--- src/bpam_pkg.sv ---
// bpam_pkg: shared types, widths and codes for the beacon period anomaly monitor
// no dependencies; imported by every module of the block
`default_nettype none

package bpam_pkg;

  // time stamps and fixed-point average
  localparam int TIME_BITS     = 48;
  localparam int AVG_FRAC_BITS = 3;
  localparam int AVG_BITS      = TIME_BITS + AVG_FRAC_BITS;
  // room for thirteen times the average
  localparam int CMP_BITS      = AVG_BITS + 4;

  localparam int SEQ_BITS = 32;
  localparam int REV_BITS = 16;
  localparam int OUT_BITS = 3;

  // sequence checks start at this protocol revision
  localparam logic [REV_BITS-1:0] SEQ_CHECK_REV  = 16'd10;
  // an advance above this looks like a step backwards
  localparam logic [SEQ_BITS-1:0] SEQ_BACK_LIMIT = 32'hFFFF_FEFF;
  localparam logic [SEQ_BITS-1:0] SEQ_ADV_NONE   = 32'd0;
  localparam logic [SEQ_BITS-1:0] SEQ_ADV_TWO    = 32'd2;
  localparam logic [SEQ_BITS-1:0] SEQ_ADV_THREE  = 32'd3;

  // configuration register indexes
  localparam int CFG_IDX_BITS  = 2;
  localparam int CFG_DATA_BITS = TIME_BITS;
  localparam logic [CFG_IDX_BITS-1:0] CFG_PROGRAM_START    = 2'd0;
  localparam logic [CFG_IDX_BITS-1:0] CFG_CIRCUIT_ATTACHED = 2'd1;

  // input kinds
  localparam logic KIND_BEACON = 1'b0;
  localparam logic KIND_FORGET = 1'b1;

  // outcome codes
  localparam logic [OUT_BITS-1:0] OUT_FIRST_BEACON = 3'd0;
  localparam logic [OUT_BITS-1:0] OUT_DISCARDED    = 3'd1;
  localparam logic [OUT_BITS-1:0] OUT_FIRST_PERIOD = 3'd2;
  localparam logic [OUT_BITS-1:0] OUT_LATE         = 3'd3;
  localparam logic [OUT_BITS-1:0] OUT_EARLY        = 3'd4;
  localparam logic [OUT_BITS-1:0] OUT_NORMAL       = 3'd5;
  localparam logic [OUT_BITS-1:0] OUT_FORGOTTEN    = 3'd6;

  typedef struct packed {
    logic                 kind;
    logic [TIME_BITS-1:0] arrival_time;
    logic [SEQ_BITS-1:0]  sequence_number;
    logic [REV_BITS-1:0]  protocol_revision;
  } item_t;

  typedef struct packed {
    logic [TIME_BITS-1:0] last_arrival;
    logic                 stamp_valid;
    logic [AVG_BITS-1:0]  average_fixed;
    logic                 average_known;
    logic [SEQ_BITS-1:0]  last_sequence;
  } state_t;

  typedef struct packed {
    logic [OUT_BITS-1:0]  outcome;
    logic                 net_change;
    logic                 anomaly_notify;
    logic                 arrival_notify;
    logic [TIME_BITS-1:0] average_period;
    logic                 average_valid;
  } result_t;

endpackage

`default_nettype wire

--- src/bpam_state_regs.sv ---
// bpam_state_regs: per-server tracking state (last stamp, sequence, average)
// depends on bpam_pkg
`default_nettype none

module bpam_state_regs
  import bpam_pkg::*;
(
  input  wire logic   clk,
  input  wire logic   rst,
  input  wire logic   update,
  input  wire state_t state_next,
  output state_t      state
);

  // load the next state whenever an item finishes
  always_ff @(posedge clk) begin
    if (rst) begin
      state <= '0;
    end else if (update) begin
      state <= state_next;
    end
  end

endmodule

`default_nettype wire

--- src/bpam_classify.sv ---
// bpam_classify: one-pass evaluation of a beacon or forget transaction
// depends on bpam_pkg
`default_nettype none

module bpam_classify
  import bpam_pkg::*;
(
  input  wire item_t                  item,
  input  wire state_t                 state,
  input  wire logic [TIME_BITS-1:0]   program_start_time,
  input  wire logic                   circuit_attached,
  output state_t                      state_next,
  output result_t                     result
);

  logic                 seq_check;
  logic [SEQ_BITS-1:0]  seq_diff;
  logic [SEQ_BITS-1:0]  seq_adv;
  logic                 discard;
  logic [TIME_BITS-1:0] period;
  logic [TIME_BITS-1:0] running;
  logic [CMP_BITS-1:0]  per_fix;
  logic [CMP_BITS-1:0]  per_x4;
  logic [CMP_BITS-1:0]  per_x5;
  logic [CMP_BITS-1:0]  avg;
  logic [CMP_BITS-1:0]  avg_x4;
  logic [CMP_BITS-1:0]  avg_x5;
  logic [CMP_BITS-1:0]  avg_x7;
  logic [CMP_BITS-1:0]  avg_x13;
  logic [CMP_BITS-1:0]  avg_sum;
  logic                 is_late;
  logic                 is_very_late;
  logic                 is_early;

  // sequence advance with the wrap formula
  assign seq_check = item.protocol_revision >= SEQ_CHECK_REV;
  assign seq_diff  = item.sequence_number - state.last_sequence;
  assign seq_adv   = (item.sequence_number >= state.last_sequence) ? seq_diff
                                                                   : seq_diff - 1'b1;
  assign discard   = seq_check && ((seq_adv == SEQ_ADV_NONE) || (seq_adv == SEQ_ADV_TWO) ||
                                   (seq_adv == SEQ_ADV_THREE) || (seq_adv > SEQ_BACK_LIMIT));

  // period and running time, modulo the time width
  assign period  = item.arrival_time - state.last_arrival;
  assign running = state.last_arrival - program_start_time;

  // constant-factor multiples as shift-adds
  assign per_fix = CMP_BITS'(period) << AVG_FRAC_BITS;
  assign per_x4  = per_fix << 2;
  assign per_x5  = per_x4 + per_fix;
  assign avg     = CMP_BITS'(state.average_fixed);
  assign avg_x4  = avg << 2;
  assign avg_x5  = avg_x4 + avg;
  assign avg_x7  = (avg << 3) - avg;
  assign avg_x13 = (avg << 3) + avg_x5;

  // period >= 1.25 avg, >= 3.25 avg, <= 0.8 avg
  assign is_late      = per_x4 >= avg_x5;
  assign is_very_late = per_x4 >= avg_x13;
  assign is_early     = per_x5 <= avg_x4;

  // running average: period/8 + 7/8 avg, truncated
  assign avg_sum = per_fix + avg_x7;

  always_comb begin
    state_next            = state;
    result                = '0;
    result.outcome        = OUT_FIRST_BEACON;

    if (item.kind == KIND_FORGET) begin
      state_next.stamp_valid   = 1'b0;
      state_next.average_known = 1'b0;
      state_next.average_fixed = '0;
      result.outcome           = OUT_FORGOTTEN;
    end else if (!state.stamp_valid) begin
      if (seq_check) begin
        state_next.last_sequence = item.sequence_number;
      end
      state_next.last_arrival = item.arrival_time;
      state_next.stamp_valid  = 1'b1;
      result.anomaly_notify   = circuit_attached;
      result.outcome          = OUT_FIRST_BEACON;
    end else begin
      if (seq_check) begin
        state_next.last_sequence = item.sequence_number;
      end
      if (discard) begin
        result.outcome = OUT_DISCARDED;
      end else begin
        state_next.last_arrival = item.arrival_time;
        if (!state.average_known) begin
          // second beacon seeds the average
          state_next.average_fixed = AVG_BITS'(per_fix);
          state_next.average_known = 1'b1;
          result.anomaly_notify    = circuit_attached;
          result.net_change        = period <= running;
          result.outcome           = OUT_FIRST_PERIOD;
        end else begin
          state_next.average_fixed = AVG_BITS'(avg_sum >> AVG_FRAC_BITS);
          if (is_late) begin
            result.anomaly_notify = circuit_attached;
            result.net_change     = is_very_late;
            result.outcome        = OUT_LATE;
          end else if (is_early) begin
            result.anomaly_notify = circuit_attached;
            result.net_change     = 1'b1;
            result.outcome        = OUT_EARLY;
          end else begin
            result.arrival_notify = circuit_attached;
            result.outcome        = OUT_NORMAL;
          end
        end
      end
    end

    // estimate as it stands after this transaction
    result.average_valid  = state_next.average_known;
    result.average_period = state_next.average_known ?
                            state_next.average_fixed[AVG_BITS-1:AVG_FRAC_BITS] : '0;
  end

endmodule

`default_nettype wire

--- src/beacon_period_anomaly_monitor.sv ---
// beacon_period_anomaly_monitor: tracks beacon period of one server, flags anomalies
// pipeline: a transaction accepted into the input register is classified and moves
// into the result register when out_valid is low or out_ready is high
// throughput: one transaction per cycle unless stalled; both full, in_ready follows out_ready
// reset: synchronous rst clears all tracking state, both config registers and the pipeline
// depends on bpam_pkg, bpam_classify, bpam_state_regs
`default_nettype none

module beacon_period_anomaly_monitor
  import bpam_pkg::*;
(
  input  wire logic                     clk,
  input  wire logic                     rst,
  // configuration writes
  input  wire logic                     cfg_valid,
  output logic                          cfg_ready,
  input  wire logic [CFG_IDX_BITS-1:0]  cfg_index,
  input  wire logic [CFG_DATA_BITS-1:0] cfg_data,
  // input transactions
  input  wire logic                     in_valid,
  output logic                          in_ready,
  input  wire logic                     kind,
  input  wire logic [TIME_BITS-1:0]     arrival_time,
  input  wire logic [SEQ_BITS-1:0]      sequence_number,
  input  wire logic [REV_BITS-1:0]      protocol_revision,
  // result transactions
  output logic                          out_valid,
  input  wire logic                     out_ready,
  output logic [OUT_BITS-1:0]           outcome,
  output logic                          net_change,
  output logic                          anomaly_notify,
  output logic                          arrival_notify,
  output logic [TIME_BITS-1:0]          average_period,
  output logic                          average_valid
);

  logic [TIME_BITS-1:0] program_start_time;
  logic                 circuit_attached;
  logic                 in_full;
  item_t                in_item;
  logic                 advance;
  state_t               state;
  state_t               state_next;
  result_t              result;
  result_t              out_res;

  // configuration registers
  assign cfg_ready = 1'b1;

  always_ff @(posedge clk) begin
    if (rst) begin
      program_start_time <= '0;
      circuit_attached   <= 1'b0;
    end else if (cfg_valid && cfg_ready) begin
      unique case (cfg_index)
        CFG_PROGRAM_START:    program_start_time <= cfg_data;
        CFG_CIRCUIT_ATTACHED: circuit_attached   <= cfg_data[0];
        default: ;
      endcase
    end
  end

  // pipeline handshake
  assign advance  = in_full && (!out_valid || out_ready);
  assign in_ready = !in_full || advance;

  // input register
  always_ff @(posedge clk) begin
    if (rst) begin
      in_full <= 1'b0;
    end else if (in_valid && in_ready) begin
      in_full <= 1'b1;
    end else if (advance) begin
      in_full <= 1'b0;
    end
  end

  always_ff @(posedge clk) begin
    if (in_valid && in_ready) begin
      in_item.kind              <= kind;
      in_item.arrival_time      <= arrival_time;
      in_item.sequence_number   <= sequence_number;
      in_item.protocol_revision <= protocol_revision;
    end
  end

  bpam_classify u_classify (
    .item               (in_item),
    .state              (state),
    .program_start_time (program_start_time),
    .circuit_attached   (circuit_attached),
    .state_next         (state_next),
    .result             (result)
  );

  bpam_state_regs u_state (
    .clk        (clk),
    .rst        (rst),
    .update     (advance),
    .state_next (state_next),
    .state      (state)
  );

  // result register
  always_ff @(posedge clk) begin
    if (rst) begin
      out_valid <= 1'b0;
    end else if (advance) begin
      out_valid <= 1'b1;
    end else if (out_ready) begin
      out_valid <= 1'b0;
    end
  end

  always_ff @(posedge clk) begin
    if (advance) begin
      out_res <= result;
    end
  end

  assign outcome        = out_res.outcome;
  assign net_change     = out_res.net_change;
  assign anomaly_notify = out_res.anomaly_notify;
  assign arrival_notify = out_res.arrival_notify;
  assign average_period = out_res.average_period;
  assign average_valid  = out_res.average_valid;

endmodule

`default_nettype wire

--- config.mk ---
export PLATFORM = sky130hd
export DESIGN_NAME = beacon_period_anomaly_monitor
export DESIGN_NICKNAME = d
export VERILOG_FILES = /design/src/bpam_pkg.sv /design/src/bpam_state_regs.sv /design/src/bpam_classify.sv /design/src/beacon_period_anomaly_monitor.sv
export SDC_FILE = /design/constraint.sdc
export NUM_CORES = 2
export LEC_CHECK = 0
export BUFFER_PORTS_ARGS = -buffer_cell sky130_fd_sc_hd__buf_2
export CAP_MARGIN = 20
export CORE_MARGIN = 2
export CORE_UTILIZATION = 62
export DETAILED_ROUTE_END_ITERATION = 10
export MAX_ROUTING_LAYER = met4
export PLACE_DENSITY_LB_ADDON = 0.15
export SKIP_LAST_GASP = 1
export SYNTH_ARGS = -nofsm -noshare
export SYNTH_HDL_FRONTEND = slang
export SYNTH_SLANG_ARGS = --single-unit
--- constraint.sdc ---
create_clock -name clk -period 10.8 [get_ports clk]
set_input_delay 1.08 -clock clk [delete_from_list [all_inputs] [get_ports clk]]
set_output_delay 1.08 -clock clk [all_outputs]
set_load 0.05 [all_outputs]
==> results.cfg <==
[cts]
post_cts_buffers = 0
clock-root-buffer = clkbuf_16
cts.sinks = 335
cts_tree = built
insertion_delay_ns = 0.60
cts_resized = 0
clk_pin_slew_ns = 0.06
clock_path_buffers = 3
ctsHoldBuffers = 0
cts_buffers = 39
ctsHtreeMaxLevel = 2

[timing]
worst_pin_slew_ns = 1.12
slew_violations = 0
hold_slack_ns = 0.455
fin_crit_sh_pct = 90.5
fin_setup_tns_ns = 0
report.final.setup_viol = 0
timing.fmax_ghz = 0.102
finalCriticalPeriod_ns = 9.78
rsz0062_at_grt = no
relSlewSlack_pct = 23.4
skew_ns = 0.0428
hold_viol = 0

[cells_and_area]
drive_gt1_share_pct = 8.48
final_area_um2 = 39300
final_util_pct = 68.2
nFillCells = 4876
syn_to_final_growth_pct = 8.80
antenna_cells = 0
fin_nets = 5307

[power]
power_frac_comb_pct = 49.5
power.switching_w = 0.00221
total_power_w = 0.00561
power.share.clock_pct = 25.3
power.share.switching_pct = 39.4
ir_worst_vdd_mv = 0.137
internal_power_w = 0.00340
leakagePower_nw = 16.6
seqPwrFrac_pct = 25.2
power_density_nw_per_um2 = 143

[worst_setup_path]
required_ns = 11.25
critPathBufInv = 2
rrSetupSlack_ns = 1.02
critical_path.startpoint_type = register
path_class = reg2reg
critPathMaxStageDelay_ns = 0.75
crit_fanout = 7
slowest_stage = a211oi_1
crit_top_cell = o21ai_0
cp-end-kind = register
cp.arrival_ns = 10.23
path_delay_family = compound AO/OA/AOI/OAI gates

[die]
io_pins = 210
start_util_pct = 62.7
core_um2 = 57600
die_x_um = 245
placementRows = 88
die_y_um = 245
die_area_um2 = 60100

[placement]
gp_congestion = 0.963
dpl_cell_area_um2 = 37900
port_buffers = 207
post-dp-hpwl_um = 77000

[logic_synthesis]
syn-num-nets = 5144
syn_area_per_cell_um2 = 8.14
synth_enable_flop_cells = 151
synth.top_cell.area_share_pct = 17.6
synthTopCellsByCount = ha_1, a21oi_1, nand2_1, inv_1, nor2_1
async_reset_ff_share_pct = 0
yosysSeqAreaShare_pct = 22.8
ys_types = 97
synth.most_common_cell = ha_1
yosysWarningCount = 0
ys_ff_latch = 335
synth_top_family_by_area = compound AO/OA/AOI/OAI gates
yosys.area.top_type = ha_1
yosys-top-cells-area = ha_1, edfxtp_1, dfxtp_1, a21oi_1, nand2_1
synth_compound_area_share_pct = 24.4
ys.flop_type = dfxtp_1
synthSimpleGateAreaFrac_pct = 17.5
synth_xor_area_share_pct = 7.26
netlist_instances = 4431
synth_fa_ha_area_share_pct = 20.7
synth_mux_area_share_pct = 2.13
syn-cell-area_um2 = 36100

[global_route]
grt_overflow = 0
grt_max_degree = 103
grt_pass1_wl_um = 158000
grt_usage_pct = 33.3
antenna_found_initial = 0
grt_pass1_vias = 31075

[drt]
drt-vias-per-instance = 6.17
ant_nets = 0
drt_wl_total_um = 99300
drcViolationCount = 0
num_vias = 33276
first_pass_iters = 6
drt_iter0_markers = 2431
routedWlPerCell_um = 18.4

[run]
maxCapViolations = 0

[min_path]
hp-class = reg2reg

[outcome]
outcome = completed
[power by group through the flow]
stage / combinational, W / clock (W) / sequential [W]
final: 0.00278 / 0.00142 / 0.00142
after floorplan: 0.00208 / 0 / 0.00146
after global routing: 0.00312 / 0.00148 / 0.00142
after global placement: 0.00267 / 0 / 0.00144
after detailed placement: 0.00272 / 0 / 0.00144
after CTS: 0.00274 / 0.00143 / 0.00142
[path summary, 6_finish.rpt]
kind | start | end | depth (start not counted)
max | u_state.state[86]$_SDFFE_PP0P_ | outcome[0]$_SDFFCE_PP0P_ | 36
min | u_state.state[30]$_SDFFE_PP0P_ | u_state.state[30]$_SDFFE_PP0P_ | 2
max reg2reg | u_state.state[86]$_SDFFE_PP0P_ | outcome[0]$_SDFFCE_PP0P_ | 36
min reg2reg | u_state.state[30]$_SDFFE_PP0P_ | u_state.state[30]$_SDFFE_PP0P_ | 2
[per-layer routing]
layer,GRT usage [%],vias to the layer above,wire length [um]
met1,45.2,15512,45000
met3,4.07,170,7440
met2,51.6,1077,43600
met5,-,-,0
met4,10.6,0,3200
li1,-,16517,-
[cell usage in the layout (no fill, tap or decap), types with 41 or more instances in the layout]
master    count
nor2b_1      58
nand4_1      73
xor2_1      124
buf_4        41
a21o_1      188
xnor2_1     170
mux2i_1      62
edfxtp_1    151
a21oi_1     485
o211ai_1     46
o21ai_0     223
fa_1         54
nand2b_1     61
nor3_1       69
dfxtp_1     184
nor2_1      297
buf_2       207
ha_1        507
a22oi_1      45
nand3_1      88
o21a_1       54
nand2_1     450
a211oi_1     48
inv_1       333
[registers in the layout (all words and copies together) (netlist names)]
register and cells:
u_state.state 133, in_item 96, average_period 48, program_start_time 48
outcome 3, anomaly_notify 1, arrival_notify 1, average_valid 1
circuit_attached 1, in_full 1, net_change 1, out_valid 1
[kinds of logic after synthesis]
logic type | count (synthesis)
mux | 75
other cells | 1
simple gates | 1315
fa+ha+maj | 567
flops | 335
buf+inv | 465
xor+xnor | 296
compound gates | 1377
[metrics by stage]
| stage | cells | worst slack, ns |
|---|---|---|
| floorplan | 4431 | 3.21 |
| global placement | 5314 | 1.24 |
| detailed placement | 5316 | 1.14 |
| CTS | 5387 | 1.11 |
| global route | 5389 | 0.434 |
| finish | 5389 | 1.02 |
[layout make-up]
cell class | count | area [um2] | share of cell area, %
Clock inverter | 18 | 258 | 0.657
Clock buffer | 53 | 1100 | 2.80
Timing Repair Buffer | 252 | 1410 | 3.60
Multi-Input combinational cell | 3631 | 26100 | 66.4
Inverter | 335 | 1260 | 3.20
Sequential cell | 335 | 8220 | 20.9
Tap cell | 765 | 957 | 2.44
[worst min-delay path: stages, from the launching register on]
cell	delay, ns
dfxtp_1	0.31
nand2_1	0.05
a21oi_1	0.05
Power figures use the tool's default switching activity.
